### src/rtl/core/bfm_pkg.sv
package bfm_pkg;

    localparam int MAX_WIDTH    = 4096;
    localparam int MAX_LEVEL    = 7;
    localparam int MAX_CHANNELS = 4;
    localparam int HEIGHT_LIMIT = 4096;

    localparam int COL_W  = $clog2(MAX_WIDTH);      // column position / line store address
    localparam int ROW_W  = $clog2(HEIGHT_LIMIT);   // row position
    localparam int DIM_W  = 13;                     // width / height registers
    localparam int LVL_W  = 3;
    localparam int NCH_W  = 3;
    localparam int FACT_W = MAX_LEVEL + 1;          // holds 2^MAX_LEVEL
    localparam int QW     = 8;                      // quotient bits, average fits a byte
    localparam int SUM_W  = QW + 2 * MAX_LEVEL;     // block sum
    localparam int DIV_W  = 2 * FACT_W;             // bw * br
    localparam int CNT_W  = $clog2(QW);

    typedef enum logic [1:0] {
        CFG_LEVEL  = 2'd0,
        CFG_WIDTH  = 2'd1,
        CFG_HEIGHT = 2'd2,
        CFG_NCH    = 2'd3
    } t_cfg_idx;

    typedef struct packed {
        logic [7:0] chan0;
        logic [7:0] chan1;
        logic [7:0] chan2;
        logic [7:0] chan3;
    } t_pix_in;

    typedef struct packed {
        logic [7:0] avg0;
        logic [7:0] avg1;
        logic [7:0] avg2;
        logic [7:0] avg3;
        logic       frame_end;
        logic       width_error;
    } t_pix_out;

    // control shared by all channel lanes
    typedef struct packed {
        logic [COL_W-1:0] addr;
        logic             wr;
        logic             first;
        logic             step;
        logic [SUM_W-1:0] dsh;
    } t_lane_ctl;

endpackage

### src/rtl/core/bfm_merge.sv
module bfm_merge (
    input  logic                   i_clk,
    input  logic                   i_rst_n,
    input  logic                   i_load,
    input  logic [7:0]             i_q [4],
    input  logic [bfm_pkg::NCH_W-1:0] i_nch,
    input  logic                   i_fend,
    input  logic                   i_narrow,
    input  logic                   i_stall,
    output logic                   o_ready,
    output logic                   o_valid,
    output bfm_pkg::t_pix_out      o_res
);
    import bfm_pkg::*;

    logic     r_valid;
    t_pix_out r_res;
    logic [7:0] avg [4];

    // unused channels read as zero
    always_comb begin
        for (int k = 0; k < 4; k++) begin
            avg[k] = (NCH_W'(k) < i_nch) ? i_q[k] : 8'd0;
        end
    end

    assign o_ready = !r_valid || !i_stall;

    always_ff @(posedge i_clk) begin
        if (!i_rst_n) begin
            r_valid <= 1'b0;
        end else if (i_load) begin
            r_valid <= 1'b1;
        end else if (!i_stall) begin
            r_valid <= 1'b0;
        end
    end

    always_ff @(posedge i_clk) begin
        if (i_load) begin
            r_res.avg0        <= avg[0];
            r_res.avg1        <= avg[1];
            r_res.avg2        <= avg[2];
            r_res.avg3        <= avg[3];
            r_res.frame_end   <= i_fend;
            r_res.width_error <= i_narrow;
        end
    end

    assign o_valid = r_valid;
    assign o_res   = r_res;

endmodule
### config.mk
export PLATFORM = sky130hd
export DESIGN_NAME = bfm_merge
export DESIGN_NICKNAME = d
export VERILOG_FILES = /design/src/rtl/core/bfm_pkg.sv /design/src/rtl/core/bfm_merge.sv
export SDC_FILE = /design/constraint.sdc
export NUM_CORES = 1
export LEC_CHECK = 0
export ABC_AREA = 1
export BUFFER_PORTS_ARGS = -buffer_cell sky130_fd_sc_hd__buf_2
export CELL_PAD_IN_SITES_DETAIL_PLACEMENT = 0
export CELL_PAD_IN_SITES_GLOBAL_PLACEMENT = 2
export CORE_AREA = 2 2 73 75
export CTS_CLUSTER_SIZE = 10
export DETAILED_ROUTE_END_ITERATION = 10
export DIE_AREA = 0 0 75 77
export PLACE_DENSITY = 0.81
export REMOVE_ABC_BUFFERS = 1
export SYNTH_ARGS = -nofsm -noshare
export SYNTH_HDL_FRONTEND = slang
export SYNTH_SLANG_ARGS = --single-unit
### constraint.sdc
create_clock -name i_clk -period 2.4 [get_ports i_clk]
set_input_delay 0.12 -clock i_clk [delete_from_list [all_inputs] [get_ports i_clk]]
set_output_delay 0.12 -clock i_clk [all_outputs]
set_load 0.01 [all_outputs]
==> out/results.ini <==
[placement]
dp.cells=244
place_area_sq_um=1797
globalplace.congestion=0.6338
port_buffers=76
dp_hpwl_mm=2.014

[timing]
clock.fmax_mhz=1071
rsz0062_at_grt=no
finalSetupViolations=0
slew_headroom=0.4860
slew_violations=0
tightestPinTransition_ps=771.0
finClkSkew_ps=0
layout_min_cycle_time_ps=933.9
hold_violations=0
fin_crit_sh=0.3891
fin_tns_setup_ps=0

[drt]
vias_per_cell=3.841
via_count=968
wl_per_cell_um=10.79
antenna_left=0
drc=0
first_pass_iters=3
drt_iter0_markers=13
wl_mm=2.720

[die]
die_area_sq_um=5775
rows=26
die_y_um=77
ios=77
start_util=0.2715
core_area_sq_um=4977
die_w_um=75

[synthesis]
synth_area_leader_cell=edfxtp_1
syn_area_per_cell_sq_um=13.51
synth.top_cell.area_share=0.7556
netlist_instances=100
synth_area_sq_um=1351
yosys_warnings=0
synth_area_leaders=edfxtp_1 76%, inv_1 7.5%, a21boi_0 3.3%
ys_types=10
yosys_register_bits=35
ys_seq_area_frac=0.7704

[cts]
cts_resized=0
root_buffer=clkbuf_8
cts_buffers=5
cts_sinks=35
clk_path_buf_depth=2
cts_tree=yes
cts_hold_buf=0
htreeDepth=2
cts.clk_slew.worst_paths_ps=70
clock_latency_ps=280
cts_setup_buffers=0

[final_layout]
final_common_cell=buf_2
regArea_sq_um=1041
syn_to_final_growth_pct=38.98
finalInstanceArea_sq_um=1878
multi_input_area_sq_um=186.4
mostFrequentLayoutCells=76 x buf_2, 34 x edfxtp_1, 27 x inv_1
fillers=529
final_cells=252
fin_nets=222
drive_gt1_frac=0.4560
num_antenna_cells=0

[setup_path]
critPathMaxFanout=2
reg2reg_from=o_valid$_SDFFE_PN0P_
critical_path_class=reg2out
reg2reg_depth=2
critPathCaptureType=output port
required_ps=2280
r2r_end=o_valid$_SDFFE_PN0P_
cp.arrival_ps=810
reg2reg_slack_ps=1800
critPathLaunchType=register

[power]
power.density_nw_per_um2=687.1
leakagePower_nw=0.9178
pwr-share-seq=0.573
p_comb_frac=0.122
sw_frac_of_total=0.2251
switching_power_mw=0.2904
power.clock.fraction=0.305
power_mw=1.290
intPower_mw=1.000
ir_drop_v=0.0003548

[global_routing]
grt_pass1_vias=1004
grt_overflow=0
grt_usage=0.1035
grt_pass1_wl_mm=4.347
antenna_found_initial=0
grt_max_degree=36

[min_path]
holdPathEnd=o_res[0]$_DFFE_PP_
hold_path.class=in2reg
hp-start=i_narrow
hold_path_depth=1

[run_status]
outcome=complete, no violations

[job]
cap_viol_max_count=0

cell usage after synthesis:
cell type,number
a21oi_1,8
dfxtp_1,1
nor2_4,1
edfxtp_1,34
buf_6,2
nor2_1,8
inv_1,27
nand2_1,10
a21boi_0,6
a21boi_1,3
final cells by class:
type	instances	share of cell area
timing repair buffer	76	0.2025
clock inverter	1	0.002665
tap	70	0.04664
multi-input combinational	36	0.09927
sequential	35	0.5543
clock buffer	7	0.04064
inverter	27	0.05396
power by group through the flow:
stage / Sequential (mW) / Combinational, mW / Clock [mW]
CTS: 0.741 / 0.161 / 0.412
detailed placement: 0.754 / 0.161 / 0
floorplan: 0.782 / 0.0309 / 0
finish: 0.740 / 0.157 / 0.394
global route: 0.745 / 0.177 / 0.439
global placement: 0.752 / 0.160 / 0
registers in the layout (all words and copies together), names as in the netlist:
name and count:
o_valid 1, o_res 34
through the flow:
step,utilization,hold slack [ps],setup slack (ps)
2_1_floorplan,-,218.9,1695
3_3_place_gp,0.3610,312.4,1290
3_5_place_dp,0.3610,306.7,1279
4_1_cts,0.3773,12.94,1445
5_1_grt,0.3773,14.14,1402
6_report,0.3773,23.85,1466
kinds of logic after synthesis:
family          synth area share
buf+inv                  0.09167
flops                     0.7704
simple gates             0.05834
compound gates           0.07963
critical path, stage by stage, from the launching register on:
cell and delay [ps]:
dfxtp_1 340, nand2_1 60, buf_2 140
worst max-delay path by stage:
stage / startpoint / endpoint / cells past startpoint
floorplan: i_nch[2] / o_res[26]$_SDFFCE_PP0P_ / 2
global placement: i_load / o_res[0]$_DFFE_PP_ / 1
detailed placement: i_load / o_res[19]$_SDFFCE_PP0P_ / 1
CTS: o_res[22]$_SDFFCE_PP0P_ / o_res[22] / 1
global route: o_res[17]$_SDFFCE_PP0P_ / o_res[17] / 1
finish: o_valid$_SDFFE_PN0P_ / o_ready / 2
routing by layer:
layer	share of wire	vias up	track usage	wire length, um
met3	0.12	4	0.06702	319
met5	0	-	0	0
li1	-	484	-	-
met1	0.39	435	0.1136	1055
met2	0.48	45	0.1561	1296
met4	0.018	0	0.04286	49
(Power assumes the default switching activity.)
